$ cat src/rtl/ssu_pkg.sv
// Shared types, widths and constants of the sinh series unit.
// No dependencies; used by ssu_mult, ssu_core and sinh_series_unit.
`default_nettype none

package ssu_pkg;

  localparam int MAX_TERMS  = 16;
  localparam int FRAC_BITS  = 12;
  localparam int GUARD_BITS = 16;
  localparam int RECIP_BITS = 32;

  localparam int X_W     = 16;
  localparam int OUT_W   = 24;
  localparam int CFG_W   = 5;
  localparam int MAG_W   = 16;
  localparam int X2_W    = 31;
  localparam int TERM_W  = 40;
  localparam int SUM_W   = 40;
  localparam int MID_W   = 44;
  localparam int RECIP_W = 30;
  localparam int K_W     = 4;

  localparam int TERM_HALF = TERM_W / 2;
  localparam int MID_HALF  = MID_W / 2;

  localparam int MUL_A_W = 22;
  localparam int MUL_B_W = 31;
  localparam int MUL_P_W = MUL_A_W + MUL_B_W;
  localparam int ACC_W   = MUL_P_W + MID_HALF;

  localparam int RES_W = SUM_W + 1 - GUARD_BITS;

  localparam logic [CFG_W-1:0] TERMS_RESET = CFG_W'(MAX_TERMS);
  localparam logic [RES_W-1:0] OUT_POS_MAX = RES_W'(24'h7FFFFF);
  localparam logic [RES_W-1:0] OUT_NEG_MAX = RES_W'(25'h0800000);

  typedef enum logic [2:0] {
    ST_IDLE,
    ST_SQUARE,
    ST_SQ_LOAD,
    ST_RUN,
    ST_DONE
  } ssu_state_e;

  typedef enum logic [2:0] {
    PH_T_LO,
    PH_T_HI,
    PH_T_ACC,
    PH_M_LO,
    PH_M_HI,
    PH_M_ACC,
    PH_SUM
  } ssu_phase_e;

  typedef struct packed {
    logic             start;
    logic [MAG_W-1:0] mag;
    logic [CFG_W-1:0] terms;
  } ssu_cmd_t;

  typedef struct packed {
    logic idle;
    logic done;
  } ssu_stat_t;

  // Q32 reciprocal of (2k+2)(2k+3), rounded to nearest.
  function automatic logic [RECIP_W-1:0] recip_f(input logic [K_W-1:0] k);
    logic [RECIP_W-1:0] r;
    case (k)
      4'd0:    r = RECIP_W'(715827883);
      4'd1:    r = RECIP_W'(214748365);
      4'd2:    r = RECIP_W'(102261126);
      4'd3:    r = RECIP_W'(59652324);
      4'd4:    r = RECIP_W'(39045157);
      4'd5:    r = RECIP_W'(27531842);
      4'd6:    r = RECIP_W'(20452225);
      4'd7:    r = RECIP_W'(15790321);
      4'd8:    r = RECIP_W'(12558384);
      4'd9:    r = RECIP_W'(10226113);
      4'd10:   r = RECIP_W'(8488078);
      4'd11:   r = RECIP_W'(7158279);
      4'd12:   r = RECIP_W'(6118187);
      4'd13:   r = RECIP_W'(5289369);
      4'd14:   r = RECIP_W'(4618244);
      default: r = '0;
    endcase
    return r;
  endfunction

endpackage

`default_nettype wire

$ cat src/rtl/ssu_mult.sv
// Shared unsigned multiplier with registered product.
// Depends on ssu_pkg for operand widths.
`default_nettype none

module ssu_mult (
  input  wire logic                        clk_i,
  input  wire logic [ssu_pkg::MUL_A_W-1:0] a_i,
  input  wire logic [ssu_pkg::MUL_B_W-1:0] b_i,
  output logic      [ssu_pkg::MUL_P_W-1:0] p_o
);

  logic [ssu_pkg::MUL_P_W-1:0] p_q;

  always_ff @(posedge clk_i) begin
    p_q <= ssu_pkg::MUL_P_W'(a_i) * ssu_pkg::MUL_P_W'(b_i);
  end

  assign p_o = p_q;

endmodule

`default_nettype wire

$ cat src/rtl/ssu_core.sv
// Series sequencer: squares |x|, then forms each term from the last with
// two split multiplies on ssu_mult and accumulates the sum. Uses ssu_pkg.
`default_nettype none

module ssu_core (
  input  wire logic                      clk_i,
  input  wire logic                      rst_ni,
  input  wire ssu_pkg::ssu_cmd_t         cmd_i,
  input  wire logic                      take_i,
  output ssu_pkg::ssu_stat_t             stat_o,
  output logic      [ssu_pkg::SUM_W-1:0] sum_o
);

  ssu_pkg::ssu_state_e state_q, state_d;
  ssu_pkg::ssu_phase_e phase_q, phase_d;

  logic [ssu_pkg::K_W-1:0]    k_q, k_d;
  logic [ssu_pkg::K_W-1:0]    last_q, last_d;
  logic                       multi_q, multi_d;
  logic [ssu_pkg::TERM_W-1:0] term_q, term_d;
  logic [ssu_pkg::SUM_W-1:0]  sum_q, sum_d;
  logic [ssu_pkg::X2_W-1:0]   x2_q, x2_d;
  logic [ssu_pkg::MID_W-1:0]  mid_q, mid_d;
  logic [ssu_pkg::ACC_W-1:0]  acc_q, acc_d;

  logic [ssu_pkg::MUL_A_W-1:0] mul_a;
  logic [ssu_pkg::MUL_B_W-1:0] mul_b;
  logic [ssu_pkg::MUL_P_W-1:0] mul_p;
  logic [ssu_pkg::MID_W-1:0]   mid_w;
  logic [ssu_pkg::TERM_W-1:0]  term_w;
  logic [ssu_pkg::MUL_B_W-1:0] recip_w;

  ssu_mult u_mult (
    .clk_i (clk_i),
    .a_i   (mul_a),
    .b_i   (mul_b),
    .p_o   (mul_p)
  );

  assign mid_w   = acc_q[2*ssu_pkg::FRAC_BITS +: ssu_pkg::MID_W];
  assign term_w  = acc_q[ssu_pkg::RECIP_BITS +: ssu_pkg::TERM_W];
  assign recip_w = ssu_pkg::MUL_B_W'(ssu_pkg::recip_f(k_q));

  always_ff @(posedge clk_i or negedge rst_ni) begin
    if (!rst_ni) begin
      state_q <= ssu_pkg::ST_IDLE;
      phase_q <= ssu_pkg::PH_T_LO;
      k_q     <= '0;
      last_q  <= '0;
      multi_q <= 1'b0;
    end else begin
      state_q <= state_d;
      phase_q <= phase_d;
      k_q     <= k_d;
      last_q  <= last_d;
      multi_q <= multi_d;
    end
  end

  always_ff @(posedge clk_i) begin
    term_q <= term_d;
    sum_q  <= sum_d;
    x2_q   <= x2_d;
    mid_q  <= mid_d;
    acc_q  <= acc_d;
  end

  always_comb begin
    state_d = state_q;
    phase_d = phase_q;
    k_d     = k_q;
    last_d  = last_q;
    multi_d = multi_q;
    term_d  = term_q;
    sum_d   = sum_q;
    x2_d    = x2_q;
    mid_d   = mid_q;
    acc_d   = acc_q;
    mul_a   = '0;
    mul_b   = '0;

    case (state_q)
      ssu_pkg::ST_IDLE: begin
        if (cmd_i.start) begin
          term_d  = ssu_pkg::TERM_W'(cmd_i.mag) << ssu_pkg::GUARD_BITS;
          sum_d   = ssu_pkg::SUM_W'(cmd_i.mag) << ssu_pkg::GUARD_BITS;
          multi_d = (cmd_i.terms != ssu_pkg::CFG_W'(1));
          last_d  = ssu_pkg::K_W'(cmd_i.terms - ssu_pkg::CFG_W'(2));
          state_d = ssu_pkg::ST_SQUARE;
        end
      end
      ssu_pkg::ST_SQUARE: begin
        mul_a   = ssu_pkg::MUL_A_W'(term_q[ssu_pkg::GUARD_BITS +: ssu_pkg::MAG_W]);
        mul_b   = ssu_pkg::MUL_B_W'(term_q[ssu_pkg::GUARD_BITS +: ssu_pkg::MAG_W]);
        state_d = ssu_pkg::ST_SQ_LOAD;
      end
      ssu_pkg::ST_SQ_LOAD: begin
        x2_d    = mul_p[ssu_pkg::X2_W-1:0];
        k_d     = '0;
        phase_d = ssu_pkg::PH_T_LO;
        state_d = multi_q ? ssu_pkg::ST_RUN : ssu_pkg::ST_DONE;
      end
      ssu_pkg::ST_RUN: begin
        case (phase_q)
          ssu_pkg::PH_T_LO: begin
            mul_a   = ssu_pkg::MUL_A_W'(term_q[ssu_pkg::TERM_HALF-1:0]);
            mul_b   = x2_q;
            acc_d   = '0;
            phase_d = ssu_pkg::PH_T_HI;
          end
          ssu_pkg::PH_T_HI: begin
            mul_a   = ssu_pkg::MUL_A_W'(term_q[ssu_pkg::TERM_W-1:ssu_pkg::TERM_HALF]);
            mul_b   = x2_q;
            acc_d   = ssu_pkg::ACC_W'(mul_p);
            phase_d = ssu_pkg::PH_T_ACC;
          end
          ssu_pkg::PH_T_ACC: begin
            acc_d   = acc_q + (ssu_pkg::ACC_W'(mul_p) << ssu_pkg::TERM_HALF);
            phase_d = ssu_pkg::PH_M_LO;
          end
          ssu_pkg::PH_M_LO: begin
            mul_a   = mid_w[ssu_pkg::MID_HALF-1:0];
            mul_b   = recip_w;
            mid_d   = mid_w;
            phase_d = ssu_pkg::PH_M_HI;
          end
          ssu_pkg::PH_M_HI: begin
            mul_a   = mid_q[ssu_pkg::MID_W-1:ssu_pkg::MID_HALF];
            mul_b   = recip_w;
            acc_d   = ssu_pkg::ACC_W'(mul_p);
            phase_d = ssu_pkg::PH_M_ACC;
          end
          ssu_pkg::PH_M_ACC: begin
            acc_d   = acc_q + (ssu_pkg::ACC_W'(mul_p) << ssu_pkg::MID_HALF);
            phase_d = ssu_pkg::PH_SUM;
          end
          ssu_pkg::PH_SUM: begin
            term_d  = term_w;
            sum_d   = sum_q + term_w;
            phase_d = ssu_pkg::PH_T_LO;
            if (k_q == last_q) begin
              state_d = ssu_pkg::ST_DONE;
            end else begin
              k_d = k_q + ssu_pkg::K_W'(1);
            end
          end
          default: begin
            phase_d = ssu_pkg::PH_T_LO;
          end
        endcase
      end
      ssu_pkg::ST_DONE: begin
        if (take_i) begin
          state_d = ssu_pkg::ST_IDLE;
        end
      end
      default: begin
        state_d = ssu_pkg::ST_IDLE;
      end
    endcase
  end

  assign stat_o.idle = (state_q == ssu_pkg::ST_IDLE);
  assign stat_o.done = (state_q == ssu_pkg::ST_DONE);
  assign sum_o       = sum_q;

`ifndef NO_ASSERTIONS
  a_k_in_range: assert property (@(posedge clk_i) disable iff (!rst_ni)
    state_q == ssu_pkg::ST_RUN |-> k_q <= last_q)
    else $error("term index past last term");

  a_sum_grows: assert property (@(posedge clk_i) disable iff (!rst_ni)
    state_q == ssu_pkg::ST_RUN |=> sum_q >= $past(sum_q))
    else $error("series sum decreased");
`endif

endmodule

`default_nettype wire

$ cat src/rtl/sinh_series_unit.sv
// sinh(x) by odd Taylor series: x in Q4.12 in, Q12.12 out, saturated.
// Top level with handshakes, terms register and output stage; uses ssu_core.
//
// One beat at a time: after an x beat is accepted, ready stays low while
// the series runs on a single shared 22x31 multiplier. |x| is squared
// first, each term after the first takes two split multiplies and the add
// into the sum, and the rounded result then moves to the output register.
// A new x is taken as soon as the result leaves the core, even while the
// previous result still waits on the output. The terms register (0 acts
// as 1, above 16 acts as 16) is always ready and resets to 16.
`default_nettype none

module sinh_series_unit (
  input  wire logic                             clk_i,
  input  wire logic                             rst_ni,
  input  wire logic                             cfg_valid_i,
  output logic                                  cfg_ready_o,
  input  wire logic        [ssu_pkg::CFG_W-1:0] terms_in_use_i,
  input  wire logic                             in_valid_i,
  output logic                                  in_ready_o,
  input  wire logic signed [ssu_pkg::X_W-1:0]   x_value_i,
  output logic                                  out_valid_o,
  input  wire logic                             out_ready_i,
  output logic signed      [ssu_pkg::OUT_W-1:0] sinh_value_o
);

  logic [ssu_pkg::CFG_W-1:0] terms_q;
  logic [ssu_pkg::CFG_W-1:0] terms_eff;
  logic                      neg_q;
  logic                      out_valid_q;
  logic [ssu_pkg::OUT_W-1:0] sinh_q, sinh_d;

  ssu_pkg::ssu_cmd_t  cmd;
  ssu_pkg::ssu_stat_t stat;

  logic [ssu_pkg::SUM_W-1:0] sum;
  logic [ssu_pkg::X_W-1:0]   x_u;
  logic [ssu_pkg::SUM_W:0]   round_w;
  logic [ssu_pkg::RES_W-1:0] res_w;
  logic [ssu_pkg::RES_W-1:0] res_sat;
  logic                      accept_w;
  logic                      load_w;

  assign cfg_ready_o = 1'b1;

  always_ff @(posedge clk_i or negedge rst_ni) begin
    if (!rst_ni) begin
      terms_q <= ssu_pkg::TERMS_RESET;
    end else if (cfg_valid_i && cfg_ready_o) begin
      terms_q <= terms_in_use_i;
    end
  end

  always_comb begin
    if (terms_q == '0) begin
      terms_eff = ssu_pkg::CFG_W'(1);
    end else if (terms_q > ssu_pkg::CFG_W'(ssu_pkg::MAX_TERMS)) begin
      terms_eff = ssu_pkg::CFG_W'(ssu_pkg::MAX_TERMS);
    end else begin
      terms_eff = terms_q;
    end
  end

  assign x_u        = unsigned'(x_value_i);
  assign in_ready_o = stat.idle;
  assign accept_w   = in_valid_i && in_ready_o;

  assign cmd.start = accept_w;
  assign cmd.mag   = x_u[ssu_pkg::X_W-1] ? (~x_u + ssu_pkg::X_W'(1)) : x_u;
  assign cmd.terms = terms_eff;

  ssu_core u_core (
    .clk_i  (clk_i),
    .rst_ni (rst_ni),
    .cmd_i  (cmd),
    .take_i (load_w),
    .stat_o (stat),
    .sum_o  (sum)
  );

  always_ff @(posedge clk_i) begin
    if (accept_w) begin
      neg_q <= x_u[ssu_pkg::X_W-1];
    end
  end

  // round half up, saturate, restore sign
  always_comb begin
    round_w = {1'b0, sum} + ((ssu_pkg::SUM_W + 1)'(1) << (ssu_pkg::GUARD_BITS - 1));
    res_w   = round_w[ssu_pkg::SUM_W:ssu_pkg::GUARD_BITS];
    if (neg_q) begin
      res_sat = (res_w > ssu_pkg::OUT_NEG_MAX) ? ssu_pkg::OUT_NEG_MAX : res_w;
      sinh_d  = ssu_pkg::OUT_W'(~res_sat + ssu_pkg::RES_W'(1));
    end else begin
      res_sat = (res_w > ssu_pkg::OUT_POS_MAX) ? ssu_pkg::OUT_POS_MAX : res_w;
      sinh_d  = ssu_pkg::OUT_W'(res_sat);
    end
  end

  assign load_w = stat.done && (!out_valid_q || out_ready_i);

  always_ff @(posedge clk_i or negedge rst_ni) begin
    if (!rst_ni) begin
      out_valid_q <= 1'b0;
    end else if (load_w) begin
      out_valid_q <= 1'b1;
    end else if (out_ready_i) begin
      out_valid_q <= 1'b0;
    end
  end

  always_ff @(posedge clk_i) begin
    if (load_w) begin
      sinh_q <= sinh_d;
    end
  end

  assign out_valid_o  = out_valid_q;
  assign sinh_value_o = signed'(sinh_q);

`ifndef NO_ASSERTIONS
  a_busy_after_accept: assert property (@(posedge clk_i) disable iff (!rst_ni)
    in_valid_i && in_ready_o |=> !in_ready_o)
    else $error("new x taken while series still running");

  a_sign_follows_x: assert property (@(posedge clk_i) disable iff (!rst_ni)
    load_w |=> !sinh_q[ssu_pkg::OUT_W-1] || $past(neg_q))
    else $error("negative result for non-negative x");
`endif

endmodule

`default_nettype wire

$ cat config.mk
export PLATFORM = sky130hd
export DESIGN_NAME = sinh_series_unit
export DESIGN_NICKNAME = d
export VERILOG_FILES = /design/src/rtl/ssu_pkg.sv /design/src/rtl/ssu_mult.sv /design/src/rtl/ssu_core.sv /design/src/rtl/sinh_series_unit.sv
export SDC_FILE = /design/constraint.sdc
export NUM_CORES = 2
export LEC_CHECK = 0
export BUFFER_PORTS_ARGS = -buffer_cell sky130_fd_sc_hd__buf_4
export CORE_ASPECT_RATIO = 0.7
export CORE_UTILIZATION = 43
export DETAILED_ROUTE_END_ITERATION = 12
export PLACE_DENSITY = 0.72
export SLEW_MARGIN = 20
export SYNTH_ARGS = -nofsm -noshare
export SYNTH_HDL_FRONTEND = slang
export SYNTH_SLANG_ARGS = --single-unit
$ cat constraint.sdc
create_clock -name clk_i -period 8 [get_ports clk_i]
set_input_delay 0.4 -clock clk_i [delete_from_list [all_inputs] [get_ports clk_i]]
set_output_delay 0.4 -clock clk_i [all_outputs]
set_load 0.02 [all_outputs]
==> impl_metrics.csv <==
group,metric,value,unit
flow_run,drv_cap,0,
cts,tritoncts,"built",
sta,drv_slew,0,
yosys,synth_edf_count,210,
drt,num_vias,37900,
drt,drtAntennaViolNets,0,
sta,clock_skew,0.0384,ns
cts,clk_latency,0.60,ns
layout,fillCellCount,8689,
sta,worstMarginPinSlew,1.16,ns
sta,maxSlewHeadroom,22.9,%
sta,fin_crit_sh,105,%
yosys,async_reset_ff_share,7.39,%
sta,min_period,8.41,ns
sta,finalSetupViolCount,13,
setup_path,cp_slowest_cell,"fa_1",
sta,hold_viol,0,
global_route,grt_pass1_wl,228000,um
setup_path,worst_setup_path_end_kind,"flop",
floorplanning,dieArea,98800,um^2
yosys,yosysTopAreaCellShare,27.7,%
drt,firstDrtPassIters,8,
yosys,synth.distinct_cells,96,
setup_path,worstSetupPathType,"reg2reg",
setup_path,path_common_cell,"fa_1",
global_route,grt_remaining_overflow,0,
sta,setup_slack,-0.413,ns
yosys,synth_common_cells,"inv_1 (656), nand2_1 (629), fa_1 (580)",
floorplanning,top_level_ports,53,
yosys,yosysMostFrequentCell,"inv_1",
yosys,postSynthCellCount,4720,
layout,layout.nets,6149,
yosys,yosysTopAreaCell,"fa_1",
sta,rsz0062_at_grt,"yes",
status,status,"complete, but fails checks",
cts,path_clk_slew,0.07,ns
drt,wl_per_cell,23.2,um
cts,cts_sinks,284,
setup_path,critPathTopFamily,"adder cells",
layout,final_area,51200,um^2
setup_path,path_buf_inv,8,
sta,fmax,119,MHz
floorplanning,die_h,263,um
cts,clockBufferDepth,3,
place,gp_congestion,1.04,
yosys,synth_ff_type,"edfxtp_1",
layout,syn_to_final_growth,22.0,%
global_route,grt_pass1_vias,36400,
yosys,synth_area_per_cell,8.88,um^2
yosys,syn_area,41900,um^2
global_route,grt_use_total,30.5,%
global_route,antenna_found_initial,3,
place,dpl.hpwl,124000,um
floorplanning,die_w,375,um
yosys,yosys-top-cells-area,"fa_1 (28%), edfxtp_1 (15%), ha_1 (9.5%), inv_1 (5.9%), nand2_1 (5.6%)",
global_route,grt_max_degree,62,
hold_path,hold_class,"in2reg",
floorplanning,initial_core_util,43.6,%
floorplanning,core_area,96300,um^2
floorplanning,num_rows,95,
setup_path,cp-start-kind,"flop",
layout,drive_above_1_share,19.6,%
yosys,yosysWarningCount,0,
drt,routed_wl,151000,um
place,portBuffers,51,
setup_path,cp_max_fo,5,
drt,drc_errors,0,
setup_path,critical-path-max-stage-delay,0.60,ns
place,placedInstanceArea,47800,um^2
cts,root_buffer,"clkbuf_16",
cts,numCtsBuffers,36,
setup_path,cp_data_arrival_time,8.91,ns
cts,htreeDepth,2,
yosys,ys_seq_elements,284,
setup_path,required,8.50,ns
drt,drt-initial-drc-count,4807,
drt,vias_per_cell,5.82,
status,violations,"negative setup slack",
yosys,yosysSeqAreaShare,18.8,%
==> placed cells by master (no fill, tap or decap), drive strengths merged, types with 25 or more instances in the layout <==
cell / netlist / final
nor2b: 38 / 38
nand2b: 42 / 42
a22o: 32 / 32
clkbuf: 198 / 44
nor3: 65 / 65
nor2: 390 / 390
edfxtp: 210 / 210
buf: 26 / 683
ha: 320 / 320
a22oi: 40 / 40
xnor2: 120 / 120
nand4: 32 / 32
xor2: 95 / 95
o21ai: 198 / 198
and3: 43 / 43
a221oi: 25 / 25
and2: 74 / 74
nand2: 629 / 629
a211oi: 28 / 28
dfxtp: 53 / 53
a31oi: 42 / 42
o21bai: 27 / 27
o21a: 59 / 59
a21oi: 219 / 219
fa: 580 / 580
nand3: 65 / 65
a21o: 106 / 106
inv: 656 / 661
==> layout make-up <==
cell class / instances / area (um^2) / area share, %
tap: 1261 / 1580 / 3.08
clock buffer: 44 / 1000 / 1.96
antenna: 2 / 5.00 / 0.00978
inverter: 657 / 2470 / 4.83
timing repair buffer: 685 / 6030 / 11.8
clock inverter: 22 / 198 / 0.386
sequential: 284 / 7900 / 15.4
multi-input combinational: 3559 / 32000 / 62.5
==> flip-flops by register name, indices dropped and copies added, names as in the netlist, 5 cells and up <==
name and cells:
sinh_value_o 24, terms_q 5, u_core.acc_q 52, u_core.mid_q 22, u_core.sum_o 40, u_core.term_q 40
u_core.u_mult.p_o 53, u_core.x2_q 31
==> path summary, 6_finish.rpt <==
check	from	to	slack, ns	depth (start not counted)
setup / recovery	u_core.phase_q[2]	u_core.u_mult.p_o[50]	-0.41	30
hold / removal	terms_in_use_i[4]	terms_q[4]	0.02	3
setup reg to reg	u_core.phase_q[2]	u_core.u_mult.p_o[50]	-0.41	30
hold reg to reg	u_core.last_q[0]	u_core.last_q[0]	0.51	2
max in group asynchronous	rst_ni	u_core.k_q[2]	7.41	2
min in group asynchronous	rst_ni	terms_q[3]	0.25	2
==> timing repair <==
action	in CTS	in global routing
hold buffers	2	0
pin swaps	120	52
setup buffers	72	20
resized for setup	237	94
endpoints found under the hold margin	22	0
endpoints found under the setup margin	27	26
cloned	6	0
==> worst min-delay path: cells and delay by family <==
| family | cells | cell delay, ns |
|---|---|---|
| buffers and inverters | 1 | 0.07 |
| and+or+nand+nor | 1 | 0.04 |
| AOI/OAI and AO/OA | 1 | 0.07 |
==> routing by layer <==
| layer | global-route usage [%] | vias to the layer above | part of all wire (%) |
|---|---|---|---|
| met5 | 0 | - | 0.0086 |
| met4 | 7.05 | 2 | 2.6 |
| met3 | 8.27 | 222 | 13 |
| met2 | 41.6 | 2102 | 40 |
| met1 | 47.3 | 18800 | 45 |
| li1 | - | 16700 | - |
==> kinds of logic (layout without fill, tap and decap cells) <==
group	after synthesis	after routing	share of synthesized area, %
and+or+nand+nor	1454	1455	15.6
AOI/OAI and AO/OA	956	956	15.1
adders and majority gates	900	900	37.2
buffers and inverters	881	1408	7.96
DFF	284	284	18.8
xor gates and xnor gates	215	215	4.49
muxes	28	28	0.716
other	2	7	0.0179
==> metrics by stage <==
step / setup slack (ns) / hold WS (ns) / setup TNS (ns) / instances / utilization (%)
after floorplan: -0.00185 / 0.104 / -0.00185 / 4723 / -
final: -0.413 / 0.0179 / -2.56 / 6514 / 53.1
after CTS: -0.296 / 0.00377 / -1.30 / 6492 / 52.5
after detailed placement: -0.889 / 0.328 / -11.48 / 6350 / 49.6
after global placement: -0.802 / 0.322 / -10.37 / 6350 / 49.6
after global routing: -0.618 / 0.0415 / -6.47 / 6512 / 53.1
Power is not shown: default switching activity piles up to over one toggle a cycle in this logic, so the estimate is an artifact.
